<file path="src/rtl/core/tos_pkg.sv">
// shared types and constants of the tracking overlap statistics block
package tos_pkg;

  // field widths
  localparam int COORD_W   = 16;
  localparam int SIDE_W    = 15;
  localparam int COUNT_W   = 8;
  localparam int AREA_W    = 2 * SIDE_W;
  localparam int UNION_W   = AREA_W + 1;
  localparam int REM_W     = UNION_W + 1;
  localparam int SCORE_W   = 17;
  localparam int TOTAL_W   = 32;
  localparam int SUM_W     = 48;

  // serial divider: one quotient bit per step, integer bit first
  localparam int QUO_STEPS = SCORE_W;
  localparam int STEP_W    = $clog2(QUO_STEPS);

  // stream widths, whole bytes
  localparam int S_TDATA_W = 8 * COORD_W + 3 * COUNT_W;
  localparam int M_TDATA_RAW_W = SCORE_W + 9 * TOTAL_W + SUM_W;
  localparam int M_TDATA_W = ((M_TDATA_RAW_W + 7) / 8) * 8;
  localparam int M_PAD_W   = M_TDATA_W - M_TDATA_RAW_W;

  localparam int QUEUE_DEPTH_DEF = 2;

  // classified frame handed from front to back
  typedef struct packed {
    logic               clear;
    logic               hit;
    logic               success;
    logic [SIDE_W-1:0]  inter_w;
    logic [SIDE_W-1:0]  inter_h;
    logic [SIDE_W-1:0]  gt_w;
    logic [SIDE_W-1:0]  gt_h;
    logic [SIDE_W-1:0]  res_w;
    logic [SIDE_W-1:0]  res_h;
    logic [COUNT_W-1:0] detect;
    logic [COUNT_W-1:0] coarse;
    logic [COUNT_W-1:0] mlk;
  } tos_job_t;

  // queue fill status
  typedef struct packed {
    logic full;
    logic empty;
  } tos_qstat_t;

  // back end sequencer
  typedef enum logic [2:0] {
    ST_IDLE,
    ST_MUL_I,
    ST_MUL_G,
    ST_MUL_R,
    ST_UNION,
    ST_DIV,
    ST_UPDATE,
    ST_HOLD
  } tos_state_t;

endpackage

</file>
<file path="src/rtl/core/tos_front.sv">
// front end: takes an input beat and classifies the frame
module tos_front (
  input  logic [tos_pkg::S_TDATA_W-1:0] s_axis_tdata,
  input  logic                          s_axis_tuser,
  input  logic                          s_axis_tvalid,
  output logic                          s_axis_tready,
  input  tos_pkg::tos_qstat_t           qstat,
  output logic                          push,
  output tos_pkg::tos_job_t             job
);

  logic signed [tos_pkg::COORD_W-1:0] gt_x, gt_y, gt_w, gt_h;
  logic signed [tos_pkg::COORD_W-1:0] res_x, res_y, res_w, res_h;
  logic signed [tos_pkg::COORD_W:0]   gt_r, gt_b, res_r, res_b;
  logic signed [tos_pkg::COORD_W-1:0] x1, y1;
  logic signed [tos_pkg::COORD_W:0]   x2, y2;
  logic signed [tos_pkg::COORD_W+1:0] iw, ih;
  logic gw_pos, gh_pos, rw_pos, rh_pos, over_x, over_y, hit;

  // field unpack
  always_comb begin
    gt_x  = s_axis_tdata[15:0];
    gt_y  = s_axis_tdata[31:16];
    gt_w  = s_axis_tdata[47:32];
    gt_h  = s_axis_tdata[63:48];
    res_x = s_axis_tdata[79:64];
    res_y = s_axis_tdata[95:80];
    res_w = s_axis_tdata[111:96];
    res_h = s_axis_tdata[127:112];
  end

  // box edges and intersection sides
  always_comb begin
    gt_r  = {gt_x[15], gt_x} + {gt_w[15], gt_w};
    gt_b  = {gt_y[15], gt_y} + {gt_h[15], gt_h};
    res_r = {res_x[15], res_x} + {res_w[15], res_w};
    res_b = {res_y[15], res_y} + {res_h[15], res_h};
    x1 = (gt_x > res_x) ? gt_x : res_x;
    y1 = (gt_y > res_y) ? gt_y : res_y;
    x2 = (gt_r < res_r) ? gt_r : res_r;
    y2 = (gt_b < res_b) ? gt_b : res_b;
    iw = {x2[16], x2} - {x1[15], x1[15], x1};
    ih = {y2[16], y2} - {y1[15], y1[15], y1};
  end

  // degenerate and disjoint checks
  always_comb begin
    gw_pos = gt_w > 16'sd0;
    gh_pos = gt_h > 16'sd0;
    rw_pos = res_w > 16'sd0;
    rh_pos = res_h > 16'sd0;
    over_x = iw > 18'sd0;
    over_y = ih > 18'sd0;
    hit    = gw_pos && gh_pos && rw_pos && rh_pos && over_x && over_y;
  end

  // job assembly
  always_comb begin
    job.clear   = (gw_pos && gh_pos) || (gt_w[15] && gt_h[15]);
    job.hit     = hit;
    job.success = s_axis_tuser;
    job.inter_w = hit ? iw[tos_pkg::SIDE_W-1:0] : '0;
    job.inter_h = hit ? ih[tos_pkg::SIDE_W-1:0] : '0;
    job.gt_w    = gt_w[tos_pkg::SIDE_W-1:0];
    job.gt_h    = gt_h[tos_pkg::SIDE_W-1:0];
    job.res_w   = res_w[tos_pkg::SIDE_W-1:0];
    job.res_h   = res_h[tos_pkg::SIDE_W-1:0];
    job.detect  = s_axis_tdata[135:128];
    job.coarse  = s_axis_tdata[143:136];
    job.mlk     = s_axis_tdata[151:144];
  end

  // handshake
  assign s_axis_tready = !qstat.full;
  assign push          = s_axis_tvalid && !qstat.full;

endmodule

</file>
<file path="src/rtl/core/tos_queue.sv">
// short register queue between front and back
module tos_queue #(
  parameter int WIDTH = 8,
  parameter int DEPTH = tos_pkg::QUEUE_DEPTH_DEF
) (
  input  logic                clk,
  input  logic                rst,
  input  logic                push,
  input  logic [WIDTH-1:0]    wdata,
  input  logic                pop,
  output logic [WIDTH-1:0]    rdata,
  output tos_pkg::tos_qstat_t qstat
);

  localparam int PTR_W = (DEPTH > 1) ? $clog2(DEPTH) : 1;
  localparam int CNT_W = $clog2(DEPTH + 1);

  logic [WIDTH-1:0] entries [DEPTH];
  logic [PTR_W-1:0] wptr, rptr;
  logic [CNT_W-1:0] fill;
  logic             do_push, do_pop;

  assign qstat.full  = (fill == CNT_W'(DEPTH));
  assign qstat.empty = (fill == '0);
  assign do_push     = push && !qstat.full;
  assign do_pop      = pop && !qstat.empty;
  assign rdata       = entries[rptr];

  // pointers and fill count
  always_ff @(posedge clk) begin
    if (rst) begin
      wptr <= '0;
      rptr <= '0;
      fill <= '0;
    end else begin
      if (do_push) begin
        wptr <= (wptr == PTR_W'(DEPTH - 1)) ? '0 : wptr + 1'b1;
      end
      if (do_pop) begin
        rptr <= (rptr == PTR_W'(DEPTH - 1)) ? '0 : rptr + 1'b1;
      end
      if (do_push && !do_pop) begin
        fill <= fill + 1'b1;
      end else if (do_pop && !do_push) begin
        fill <= fill - 1'b1;
      end
    end
  end

  // storage
  always_ff @(posedge clk) begin
    if (do_push) begin
      entries[wptr] <= wdata;
    end
  end

endmodule

</file>
<file path="src/rtl/core/tos_back.sv">
// back end: areas, serial divide, thresholds and running counters
module tos_back (
  input  logic                          clk,
  input  logic                          rst,
  input  tos_pkg::tos_job_t             job_in,
  input  tos_pkg::tos_qstat_t           qstat,
  output logic                          pop,
  output logic [tos_pkg::M_TDATA_W-1:0] m_axis_tdata,
  output logic                          m_axis_tuser,
  output logic                          m_axis_tvalid,
  input  logic                          m_axis_tready
);

  tos_pkg::tos_state_t state, state_next;
  tos_pkg::tos_job_t   job;

  logic [tos_pkg::SIDE_W-1:0]  mul_a, mul_b;
  logic [tos_pkg::AREA_W-1:0]  product;
  logic [tos_pkg::AREA_W-1:0]  inter, area_g, area_r;
  logic [tos_pkg::UNION_W-1:0] uni;
  logic [tos_pkg::REM_W-1:0]   rem, trial;
  logic [tos_pkg::SCORE_W-1:0] quo, score_val, score;
  logic [tos_pkg::STEP_W-1:0]  step;
  logic                        fits, half_flag, good_flag, is_clear;
  logic [tos_pkg::AREA_W+2:0]  five_i, four_u;

  logic [tos_pkg::TOTAL_W-1:0] frame_total, clear_total, half_hits, good_hits;
  logic [tos_pkg::TOTAL_W-1:0] success_total, fail_total;
  logic [tos_pkg::TOTAL_W-1:0] detect_sum, coarse_sum, mlk_sum;
  logic [tos_pkg::SUM_W-1:0]   score_sum;

  // next state
  always_comb begin
    state_next = state;
    case (state)
      tos_pkg::ST_IDLE:   if (!qstat.empty) state_next = tos_pkg::ST_MUL_I;
      tos_pkg::ST_MUL_I:  state_next = tos_pkg::ST_MUL_G;
      tos_pkg::ST_MUL_G:  state_next = tos_pkg::ST_MUL_R;
      tos_pkg::ST_MUL_R:  state_next = tos_pkg::ST_UNION;
      tos_pkg::ST_UNION:  state_next = tos_pkg::ST_DIV;
      tos_pkg::ST_DIV: begin
        if (step == tos_pkg::STEP_W'(tos_pkg::QUO_STEPS - 1)) state_next = tos_pkg::ST_UPDATE;
      end
      tos_pkg::ST_UPDATE: state_next = tos_pkg::ST_HOLD;
      tos_pkg::ST_HOLD:   if (m_axis_tready) state_next = tos_pkg::ST_IDLE;
      default:            state_next = tos_pkg::ST_IDLE;
    endcase
  end

  // sequencer outputs and shared multiplier operands
  always_comb begin
    pop           = 1'b0;
    m_axis_tvalid = 1'b0;
    mul_a         = job.inter_w;
    mul_b         = job.inter_h;
    case (state)
      tos_pkg::ST_IDLE:  pop = !qstat.empty;
      tos_pkg::ST_MUL_G: begin
        mul_a = job.gt_w;
        mul_b = job.gt_h;
      end
      tos_pkg::ST_MUL_R: begin
        mul_a = job.res_w;
        mul_b = job.res_h;
      end
      tos_pkg::ST_HOLD:  m_axis_tvalid = 1'b1;
      default: ;
    endcase
  end

  assign product = mul_a * mul_b;

  // divider step: first step checks the integer bit without a shift
  assign trial = (step == '0) ? rem : {rem[tos_pkg::REM_W-2:0], 1'b0};
  assign fits  = trial >= {1'b0, uni};

  // threshold tests on the exact ratio
  assign five_i    = {3'b0, inter} + {1'b0, inter, 2'b0};
  assign four_u    = {uni, 2'b0};
  assign half_flag = job.hit && ({inter, 1'b0} >= uni);
  assign good_flag = job.hit && (five_i >= four_u);
  assign score_val = job.hit ? quo : '0;

  // state and counters
  always_ff @(posedge clk) begin
    if (rst) begin
      state         <= tos_pkg::ST_IDLE;
      frame_total   <= '0;
      clear_total   <= '0;
      half_hits     <= '0;
      good_hits     <= '0;
      success_total <= '0;
      fail_total    <= '0;
      score_sum     <= '0;
      detect_sum    <= '0;
      coarse_sum    <= '0;
      mlk_sum       <= '0;
    end else begin
      state <= state_next;
      if (state == tos_pkg::ST_UPDATE) begin
        frame_total <= frame_total + 1'b1;
        detect_sum  <= detect_sum + {24'b0, job.detect};
        coarse_sum  <= coarse_sum + {24'b0, job.coarse};
        mlk_sum     <= mlk_sum + {24'b0, job.mlk};
        if (job.clear) begin
          clear_total <= clear_total + 1'b1;
          score_sum   <= score_sum + {31'b0, score_val};
          if (half_flag) half_hits <= half_hits + 1'b1;
          if (good_flag) good_hits <= good_hits + 1'b1;
          if (job.success) begin
            success_total <= success_total + 1'b1;
          end else begin
            fail_total <= fail_total + 1'b1;
          end
        end
      end
    end
  end

  // datapath registers
  always_ff @(posedge clk) begin
    case (state)
      tos_pkg::ST_IDLE:  job <= job_in;
      tos_pkg::ST_MUL_I: inter <= product;
      tos_pkg::ST_MUL_G: area_g <= product;
      tos_pkg::ST_MUL_R: area_r <= product;
      tos_pkg::ST_UNION: begin
        uni  <= {1'b0, area_g} + {1'b0, area_r} - {1'b0, inter};
        rem  <= {2'b0, inter};
        quo  <= '0;
        step <= '0;
      end
      tos_pkg::ST_DIV: begin
        rem  <= fits ? trial - {1'b0, uni} : trial;
        quo  <= {quo[tos_pkg::SCORE_W-2:0], fits};
        step <= step + 1'b1;
      end
      tos_pkg::ST_UPDATE: begin
        score    <= score_val;
        is_clear <= job.clear;
      end
      default: ;
    endcase
  end

  // result beat
  assign m_axis_tuser = is_clear;
  assign m_axis_tdata = {{tos_pkg::M_PAD_W{1'b0}}, mlk_sum, coarse_sum, detect_sum,
                         score_sum, fail_total, success_total, good_hits, half_hits,
                         clear_total, frame_total, score};

endmodule

</file>
<file path="src/rtl/core/tracking_overlap_statistics.sv">
// top level: per-frame box overlap score and tracking statistics
//
//   group   dir  tdata fields (low bit first)                   tuser
//   s_axis  in   gt_x gt_y gt_w gt_h res_x res_y res_w res_h     success
//                detect_count coarse_count mlk_count (152 b)
//   m_axis  out  score frame_total clear_total half_hits         is_clear
//                good_hits success_total fail_total score_sum
//                detect_sum coarse_sum mlk_sum, zero pad (360 b)
//
// the back end handles each frame in these steps, in order:
// load, three passes of the shared 15x15 multiplier, union, 17 steps of the
// radix-2 divider, update, result beat
// rst is synchronous and clears the queue, the sequencer and every statistics counter
// the queue keeps taking beats, until it is full, while the back end works or waits on m_axis_tready
module tracking_overlap_statistics #(
  parameter int QUEUE_DEPTH = tos_pkg::QUEUE_DEPTH_DEF
) (
  input  logic                          clk,
  input  logic                          rst,
  // gt_x, gt_y, gt_w, gt_h, res_x, res_y, res_w, res_h, detect, coarse, mlk
  input  logic [tos_pkg::S_TDATA_W-1:0] s_axis_tdata,
  // success
  input  logic                          s_axis_tuser,
  input  logic                          s_axis_tvalid,
  output logic                          s_axis_tready,
  // score, frame_total, clear_total, half_hits, good_hits, success_total,
  // fail_total, score_sum, detect_sum, coarse_sum, mlk_sum, pad
  output logic [tos_pkg::M_TDATA_W-1:0] m_axis_tdata,
  // is_clear
  output logic                          m_axis_tuser,
  output logic                          m_axis_tvalid,
  input  logic                          m_axis_tready
);

  tos_pkg::tos_job_t   job_push, job_pop;
  tos_pkg::tos_qstat_t qstat;
  logic                push, pop;

  // classify incoming frames
  tos_front u_front (
    .s_axis_tdata  (s_axis_tdata),
    .s_axis_tuser  (s_axis_tuser),
    .s_axis_tvalid (s_axis_tvalid),
    .s_axis_tready (s_axis_tready),
    .qstat         (qstat),
    .push          (push),
    .job           (job_push)
  );

  // decoupling queue
  tos_queue #(
    .WIDTH ($bits(tos_pkg::tos_job_t)),
    .DEPTH (QUEUE_DEPTH)
  ) u_queue (
    .clk   (clk),
    .rst   (rst),
    .push  (push),
    .wdata (job_push),
    .pop   (pop),
    .rdata (job_pop),
    .qstat (qstat)
  );

  // score and statistics
  tos_back u_back (
    .clk           (clk),
    .rst           (rst),
    .job_in        (job_pop),
    .qstat         (qstat),
    .pop           (pop),
    .m_axis_tdata  (m_axis_tdata),
    .m_axis_tuser  (m_axis_tuser),
    .m_axis_tvalid (m_axis_tvalid),
    .m_axis_tready (m_axis_tready)
  );

`ifndef ASSERT_OFF
  // the score never exceeds full overlap
  a_score_range: assert property (@(posedge clk) disable iff (rst)
    m_axis_tvalid |-> (m_axis_tdata[16:0] <= 17'h10000))
    else $error("score above full overlap");

  // an unclear frame carries a zero score
  a_unclear_zero: assert property (@(posedge clk) disable iff (rst)
    (m_axis_tvalid && !m_axis_tuser) |-> (m_axis_tdata[16:0] == 17'd0))
    else $error("unclear frame with nonzero score");

  // after a result beat the back end returns to idle before the next result
  a_one_beat: assert property (@(posedge clk) disable iff (rst)
    (m_axis_tvalid && m_axis_tready) |=> !m_axis_tvalid)
    else $error("result repeated after its beat");
`endif

endmodule
</file>
<file path="config.mk">
export PLATFORM = sky130hd
export DESIGN_NAME = tracking_overlap_statistics
export DESIGN_NICKNAME = d
export VERILOG_FILES = /design/src/rtl/core/tos_pkg.sv /design/src/rtl/core/tos_front.sv /design/src/rtl/core/tos_queue.sv /design/src/rtl/core/tos_back.sv /design/src/rtl/core/tracking_overlap_statistics.sv
export SDC_FILE = /design/constraint.sdc
export NUM_CORES = 2
export LEC_CHECK = 0
export BUFFER_PORTS_ARGS = -buffer_cell sky130_fd_sc_hd__buf_2
export CELL_PAD_IN_SITES_DETAIL_PLACEMENT = 1
export CELL_PAD_IN_SITES_GLOBAL_PLACEMENT = 2
export CORE_ASPECT_RATIO = 0.75
export CORE_UTILIZATION = 43
export CTS_BUF_LIST = sky130_fd_sc_hd__clkbuf_4
export DETAILED_ROUTE_END_ITERATION = 8
export GPL_TIMING_DRIVEN = 0
export HOLD_SLACK_MARGIN = 0.08
export PLACE_DENSITY = 0.86
export SKIP_CTS_REPAIR_TIMING = 1
export SYNTH_ARGS = -nofsm -noshare
export SYNTH_HDL_FRONTEND = slang
export SYNTH_SLANG_ARGS = --single-unit
</file>
<file path="constraint.sdc">
create_clock -name clk -period 25 [get_ports clk]
set_input_delay 0 -clock clk [delete_from_list [all_inputs] [get_ports clk]]
set_output_delay 0 -clock clk [all_outputs]
set_load 0.02 [all_outputs]
</file>
# Yosys cells after proc, flatten, opt, wreduce, memory -nomap -nowiden
# Memories as Yosys holds them, arrays and structs flattened. A register that Yosys moved wholly into a read port is not among the register bits.
# Cells that the tools add are included.
word_totals:
  mem_count: 1
  latch_bits: 0
  ramBits: 234
  in_bits: 157
  word_cells: 131
  register_bits: 536
  romBits: 0
  output_inout_bits: 363
memory_table:
  columns: ["memory", "words", "width", "rd", "rd_clocked_by_memory_dff", "write_ports", "line_no", "rtl"]
  rows:
  - ["u_queue.entries", 2, 117, 1, 1, 1, "tos_queue.sv:18", "logic [WIDTH-1:0] entries [DEPTH];"]
op_classes:
  order_cmp: 13
  n_eq_ne: 12
  bitwise: 1
  div: 0
  multipliers: 1
  mux: 26
  n_addsub: 25
  shift: 0
  reduce_logical: 29
ops:
  columns: ["op", "n"]
  rows:
  - ["32-bit by 1-bit adder with 32-bit output (second input constant)", 6]
  - ["32-bit by 8-bit adder with 32-bit output", 3]
  - ["16-bit by 16-bit adder with 17-bit output", 4]
  - ["16-bit by 1-bit greater-than comparator with 1-bit output (second input constant)", 4]
  - ["32-bit 2-to-1 mux", 2]
  - ["32-bit case mux with 2 select lines", 1]
  - ["15-bit case mux with 2 select lines", 2]
  - ["17-bit 2-to-1 mux", 3]
  - ["48-bit by 17-bit adder with 48-bit output", 1]
  - ["18-bit by 1-bit greater-than comparator with 1-bit output (second input constant)", 2]
  - ["17-bit by 16-bit subtractor with 18-bit output", 2]
  - ["17-bit < comparator", 2]
  - ["17-bit case mux with 2 select lines", 1]
  - ["30-bit by 32-bit adder with 33-bit output", 1]
  - ["33-bit greater-or-equal comparator", 1]
  - ["32-bit by 31-bit greater-or-equal comparator with 1-bit output", 1]
  - ["16-bit greater-than comparator", 2]
  - ["16-bit 2-to-1 mux", 2]
  - ["32-bit by 31-bit subtractor with 32-bit output", 1]
  - ["30-bit by 30-bit adder with 31-bit output", 1]
  - ["31-bit greater-or-equal comparator", 1]
  - ["31-bit by 30-bit subtractor with 31-bit output", 1]
  - ["15-bit by 15-bit multiplier with 30-bit output", 1]
  - ["15-bit 2-to-1 mux", 2]
  - ["26 further kinds", 60]

# Depth between registers and ports, before layout
logic_depth:
  depth_word: 8
  mapped_depth: 34
  ltp_nobuf: 31

# Modules after synthesis
# Synthesis repeated with hierarchy kept, for this count alone.
unflattened:
  cells_unflattened: 5773
  area_unflattened_um2: 58019.4
by_module_without_submodules:
  columns: ["mod", "instances", "area_per_inst_um2", "cells_each", "seq_area_each_um2"]
  rows:
  - ["tos_back", 1, 41476.0, 4338, 16095.4]
  - ["tos_queue", 1, 8770.9, 389, 7126.8]
  - ["tos_front", 1, 7772.5, 1046, 0.0]

# Least setup slack after synthesis
# No wires, ideal clock.
synth_path:
  path_kind: "register to register"
  startpoint: "reg u_back.state[0]"
  endpoint: "reg u_queue.fill[1]"
  n_path_buf: 0
  t_required_ps: 24930
  setup_slack_ps: 16985
  synth_period_minus_slack_ps: 8015
  setup_ps: 70
  stages_incl_launch_ff: 9
  arrival_time_ps: 7945
  cell_sequence: "dfxtp_1 -> inv_1 -> ha_1 -> nor2b_1 -> o21ai_0 -> ha_1 -> xor2_1 -> or3_1 -> a21oi_1"
synth_between:
  elab_chain_len: 6
  elab_cells_between_ends: 8
  classes_between: "2 x mux; 6 x reduce/logical"
synth_rtl:
  columns: ["item", "line_no", "rtl"]
  rows:
  - ["from (decl)", "tos_back.sv:14", "tos_pkg::tos_state_t state, state_next;"]
  - ["from (signal assigned)", "tos_back.sv:87", "state <= tos_pkg::ST_IDLE;"]
  - ["from (signal assigned)", "tos_back.sv:99", "state <= state_next;"]
  - ["3-bit logical NOT *", "tos_back.sv:56", "case (state)"]
  - ["1-bit 2-to-1 mux *", "tos_back.sv:56", null]
  - ["1-bit logical AND *", "tos_queue.sv:26", "assign do_pop = pop && !qstat.empty;"]
  - ["1-bit logical NOT", "tos_queue.sv:42", "if (do_push && !do_pop) begin"]
  - ["1-bit logical AND", "tos_queue.sv:42", null]
  - ["2-bit 2-to-1 mux / 2-bit nonzero test (equally long branches)", null, null]
  - ["to (signal assigned)", "tos_queue.sv:43", "fill <= fill + 1'b1;"]
  - ["to (signal assigned)", "tos_queue.sv:45", "fill <= fill - 1'b1;"]
  - ["to (decl)", "tos_queue.sv:20", "logic [CNT_W-1:0] fill;"]
# Mark *: on every way between the ends. The rest lies on a longest branch, timed or not.
# A chain may end at the register's enable or synchronous reset.

# Final worst setup path
layout_path:
  startpoint: "reg u_back.state[0]"
  endpoint: "reg u_back.area_g[29] (netlist name), data pin"
layout_between:
  elab_chain_len: 3
  elab_cells_between_ends: 5
  classes_between: "1 x mul; 2 x eq/ne; 2 x mux"
layout_rtl:
  columns: ["item", "line_no", "rtl"]
  rows:
  - ["3-bit by 2-bit == test with 1-bit output", "tos_back.sv:56", null]
  - ["15-bit case mux with 2 select lines", "tos_back.sv:56", null]
  - ["15-bit by 15-bit multiplier with 30-bit output *", "tos_back.sv:71", "assign product = mul_a * mul_b;"]
  - ["net u_back.product (one bit)", "tos_back.sv:18", "logic [tos_pkg::AREA_W-1:0] product;"]
  - ["to (signal assigned)", "tos_back.sv:125", "tos_pkg::ST_MUL_G: area_g <= product;"]
  - ["to (decl)", "tos_back.sv:19", "logic [tos_pkg::AREA_W-1:0] inter, area_g, area_r;"]
# Mark *: on every way through the listed nets, which the timed path passes. The rest lies on a longest branch.

==> metrics.log <==
[metrics] number of input and output port buffers inserted: 512
[metrics] multiplexer share of the synthesized area: 4.53%
[metrics] kind of critical path: flip-flop to flip-flop
[metrics] unrepaired setup endpoints after global routing: false
[metrics] largest driver fanout on the critical path: 10
[metrics] Worst Path Arrival: 10560 ps
[metrics] # Max-Cap Violations: 0
[metrics] TritonCTS Buffers: 226
[metrics] share of synthesized flip-flops with an asynchronous set or reset: 0%
[metrics] final non-filler cell total: 8576
[metrics] Final min period: 9710 ps
[metrics] x dimension of the die: 421 um
[metrics] number of max-slew violations in the final report: 4
[metrics] # setup viols final: 0
[metrics] post-synthesis share of cell area spent on and, or, nand and nor gates: 15.2%
[metrics] netlist area before placement: 56600 sq um
[metrics] placed cell count: 7890
[metrics] largest family of logic cells by synthesized area: adder cells
[metrics] count of clock tree sinks: 887
[metrics] synthesized instance count: 5612
[metrics] CTS Buffer Depth: 3
[metrics] final period utilization: 38.8%
[metrics] Compound-Gate Fraction of Synth Area: 10.9%
[metrics] clock root cell: sky130_fd_sc_hd__clkbuf_4
[metrics] mean post-synth cell area: 10.1 sq um
[metrics] length of the first detailed-routing pass in iterations: 5
[metrics] number of H-tree levels: 4
[metrics] final layout net count: 7484
[metrics] antenna viol nets, final: 0
[metrics] skew final: 114 ps
[metrics] final HPWL from detailed placement: 143000 um
[metrics] CP Capture Type: flip-flop
[metrics] All-Layer GR Usage: 26.6%
[metrics] layout filler cell count: 14901
[metrics] pin count of the biggest net entering global routing: 56
[metrics] result of the run: finished, violations left
[metrics] CP delay by family, top: adder cells
[metrics] detailed-route DRC error count: 0
[metrics] height of the die: 316 um
[metrics] final hold violations: 0
[metrics] Slew headroom: -1.82%
[metrics] via count of the first global-routing pass: 46386
[metrics] clock transition at the registers of the reported paths: 80 ps
[metrics] Final GP Congestion: 0.883
[metrics] Setup Total Neg Slack: 0 ps
[metrics] TritonCTS clock tree: built
[metrics] Synth-to-Final Area Change: 19.2%
[metrics] row count: 114
[metrics] violations in the final reports: slew limit
[metrics] prevailing post-synth register cell: sky130_fd_sc_hd__edfxtp_1
[metrics] IO Count: 520
[metrics] via count: 46805
[metrics] Yosys top cell by area: sky130_fd_sc_hd__edfxtp_1
[metrics] fraction of layout cells with a size suffix above 1: 16.8%
[metrics] core area: 130000 sq um
[metrics] count of distinct cell types in the synthesized netlist: 88
[metrics] top cell type's share of synthesized area: 28.8%
[metrics] worst slew pin tran: 1530 ps
[metrics] crit-path max cell delay: 580 ps
[metrics] residual overflow from global routing: 0
[metrics] type of origin of the critical path: flip-flop
[metrics] initial standard-cell utilization of the core: 43.6%
[metrics] master of the slowest instance on the critical path: sky130_fd_sc_hd__fa_1
[metrics] Warnings, synthesis: 0
[metrics] required time worst endpoint: 25850 ps
[metrics] dominant cell by count in the synthesized netlist: sky130_fd_sc_hd__edfxtp_1
[metrics] EDFF count, synth: 544
[metrics] wire length of the first global-routing pass: 274000 um
[metrics] routed length per instance: 22.0 um
[metrics] detailed-route vias per instance: 5.46
[metrics] maximum clock rate: 103 MHz
[metrics] clk_lat worst skew: 1240 ps
[metrics] leading cell types by count after synthesis: sky130_fd_sc_hd__edfxtp_1, sky130_fd_sc_hd__nor2_1, sky130_fd_sc_hd__inv_1, sky130_fd_sc_hd__nand2_1, sky130_fd_sc_hd__ha_1
[metrics] antenna violations before repair: 7
[metrics] crit path buf inv count: 8
[metrics] flip-flop and latch count after synthesis: 887
[metrics] drt first-iter violations: 2635
[metrics] most used cell along the critical path: sky130_fd_sc_hd__fa_1
[metrics] type of the worst min-delay path: input port to flip-flop
[metrics] share of synthesized cell area in full adder, half adder and majority cells: 17.6%
[metrics] die outline area: 133000 sq um
[metrics] ranking of synthesized cells by area: sky130_fd_sc_hd__edfxtp_1, sky130_fd_sc_hd__dfxtp_1, sky130_fd_sc_hd__ha_1, sky130_fd_sc_hd__fa_1, sky130_fd_sc_hd__nor2_1
[metrics] xor/xnor share of the synthesized area: 6.28%
[metrics] Seq/Total Area, Yosys: 41.0%
[metrics] Routed Wire Length: 188000 um
cell families after synthesis:
kind of cell,after synthesis
simple gates,1789
compound gates,961
flops,887
fa+ha+maj,670
buf+inv,664
xor+xnor,406
mux,234
other cells,1
worst min-delay path: stages:
cell                      delay, ps
sky130_fd_sc_hd__buf_2          120
sky130_fd_sc_hd__ha_1           200
sky130_fd_sc_hd__xnor2_1        170
sky130_fd_sc_hd__mux2_2         170
sky130_fd_sc_hd__ha_1           220
sky130_fd_sc_hd__xor2_1         130
sky130_fd_sc_hd__nor2_1         140
layout make-up:
| class | instances | area, sq um | share of cell area [%] |
|---|---|---|---|
| multi-input cells | 4067 | 30900 | 45.8 |
| repair buffers | 812 | 5670 | 8.40 |
| inverters | 495 | 1860 | 2.75 |
| well taps | 1740 | 2180 | 3.23 |
| clock buffers | 332 | 2490 | 3.69 |
| diodes | 5 | 12.5 | 0.0185 |
| clock inverters | 69 | 427 | 0.632 |
| plain buffers | 169 | 731 | 1.08 |
| flip-flops and latches | 887 | 23200 | 34.4 |
cell usage in the layout, fill, tap and decap left out, types with 12 or more instances in the layout:
cell type | netlist | final
sky130_fd_sc_hd__or3_1 | 77 | 77
sky130_fd_sc_hd__mux2_2 | 173 | 173
sky130_fd_sc_hd__a21oi_1 | 300 | 300
sky130_fd_sc_hd__o21ai_0 | 218 | 218
sky130_fd_sc_hd__nand2_1 | 466 | 466
sky130_fd_sc_hd__nand4_1 | 77 | 77
sky130_fd_sc_hd__o31a_1 | 13 | 13
sky130_fd_sc_hd__nor4_1 | 25 | 25
sky130_fd_sc_hd__a21o_1 | 99 | 99
sky130_fd_sc_hd__o21a_1 | 56 | 56
sky130_fd_sc_hd__clkbuf_1 | 136 | 135
sky130_fd_sc_hd__a31oi_1 | 22 | 22
sky130_fd_sc_hd__a221o_1 | 22 | 22
sky130_fd_sc_hd__and2_1 | 68 | 67
sky130_fd_sc_hd__xnor2_1 | 218 | 218
sky130_fd_sc_hd__nand2b_1 | 54 | 53
sky130_fd_sc_hd__edfxtp_1 | 544 | 544
sky130_fd_sc_hd__a221oi_1 | 20 | 17
sky130_fd_sc_hd__dlygate4sd3_1 | 0 | 279
sky130_fd_sc_hd__nand3_1 | 154 | 154
sky130_fd_sc_hd__and4_1 | 20 | 20
sky130_fd_sc_hd__fa_1 | 209 | 209
sky130_fd_sc_hd__buf_4 | 11 | 15
sky130_fd_sc_hd__or4_1 | 16 | 16
sky130_fd_sc_hd__xor2_1 | 188 | 188
sky130_fd_sc_hd__and3_1 | 109 | 108
sky130_fd_sc_hd__nor2b_1 | 71 | 69
sky130_fd_sc_hd__buf_2 | 8 | 527
sky130_fd_sc_hd__nor2_1 | 525 | 524
sky130_fd_sc_hd__o2111ai_1 | 12 | 12
sky130_fd_sc_hd__dfxtp_1 | 343 | 343
sky130_fd_sc_hd__clkbuf_4 | 0 | 332
sky130_fd_sc_hd__clkinv_1 | 0 | 47
sky130_fd_sc_hd__ha_1 | 460 | 460
sky130_fd_sc_hd__nor3_1 | 83 | 83
sky130_fd_sc_hd__a211oi_1 | 39 | 39
sky130_fd_sc_hd__o21bai_1 | 23 | 23
sky130_fd_sc_hd__o31ai_1 | 19 | 19
sky130_fd_sc_hd__inv_1 | 495 | 495
sky130_fd_sc_hd__mux2i_1 | 59 | 59
metrics by stage:
| step | instance area [sq um] | worst slack [ps] | hold slack [ps] | util (%) |
|---|---|---|---|---|
| 2_1_floorplan | 56700 | 16980 | 98.9 | - |
| 3_3_place_gp | 61400 | 13160 | 190 | 47.3 |
| 3_5_place_dp | 61800 | 15400 | 195 | 47.6 |
| 4_1_cts | 64700 | 15290 | -1150 | 49.8 |
| 5_1_grt | 67500 | 14690 | 36.5 | 52.0 |
| 6_report | 67500 | 15290 | 77.9 | 52.0 |
sequential cells by signal, indices dropped and copies added (netlist names), 3 cells and up:
name / count
u_back.success_total: 32
u_back.state: 3
u_back.area_r: 30
u_queue.entries: 234
u_back.frame_total: 32
u_back.mlk_sum: 32
u_back.job: 117
u_back.step: 5
u_back.clear_total: 32
u_back.score: 17
u_back.area_g: 30
u_back.fail_total: 32
u_back.score_sum: 48
u_back.good_hits: 32
u_back.uni: 31
u_back.coarse_sum: 32
u_back.detect_sum: 32
u_back.rem: 32
u_back.inter: 30
u_back.quo: 17
u_back.half_hits: 32
metal layers:
| layer | global-route usage, % | share of wire [%] |
|---|---|---|
| met5 | 0 | 0.014 |
| met4 | 8.36 | 2.6 |
| met3 | 4.14 | 4.7 |
| met2 | 43.4 | 47 |
| met1 | 36.2 | 46 |
worst paths after layout:
kind,from,to,slack [ps],cells past startpoint
min,s_axis_tdata[89],u_queue.entries[0][93]$_DFFE_PP_,80,7
max reg2reg,u_back.state[0]$_SDFFE_PP0P_,u_back.area_g[29]$_DFFE_PN_,15290,30
max,u_back.state[0]$_SDFFE_PP0P_,u_back.area_g[29]$_DFFE_PN_,15290,30
min reg2reg,u_back.score_sum[3]$_SDFFE_PP0P_,u_back.score_sum[3]$_SDFFE_PP0P_,480,2
Power is left out: the tool's default activity adds up to more than one toggle a clock period on the data nets, which glitch-free logic cannot reach.
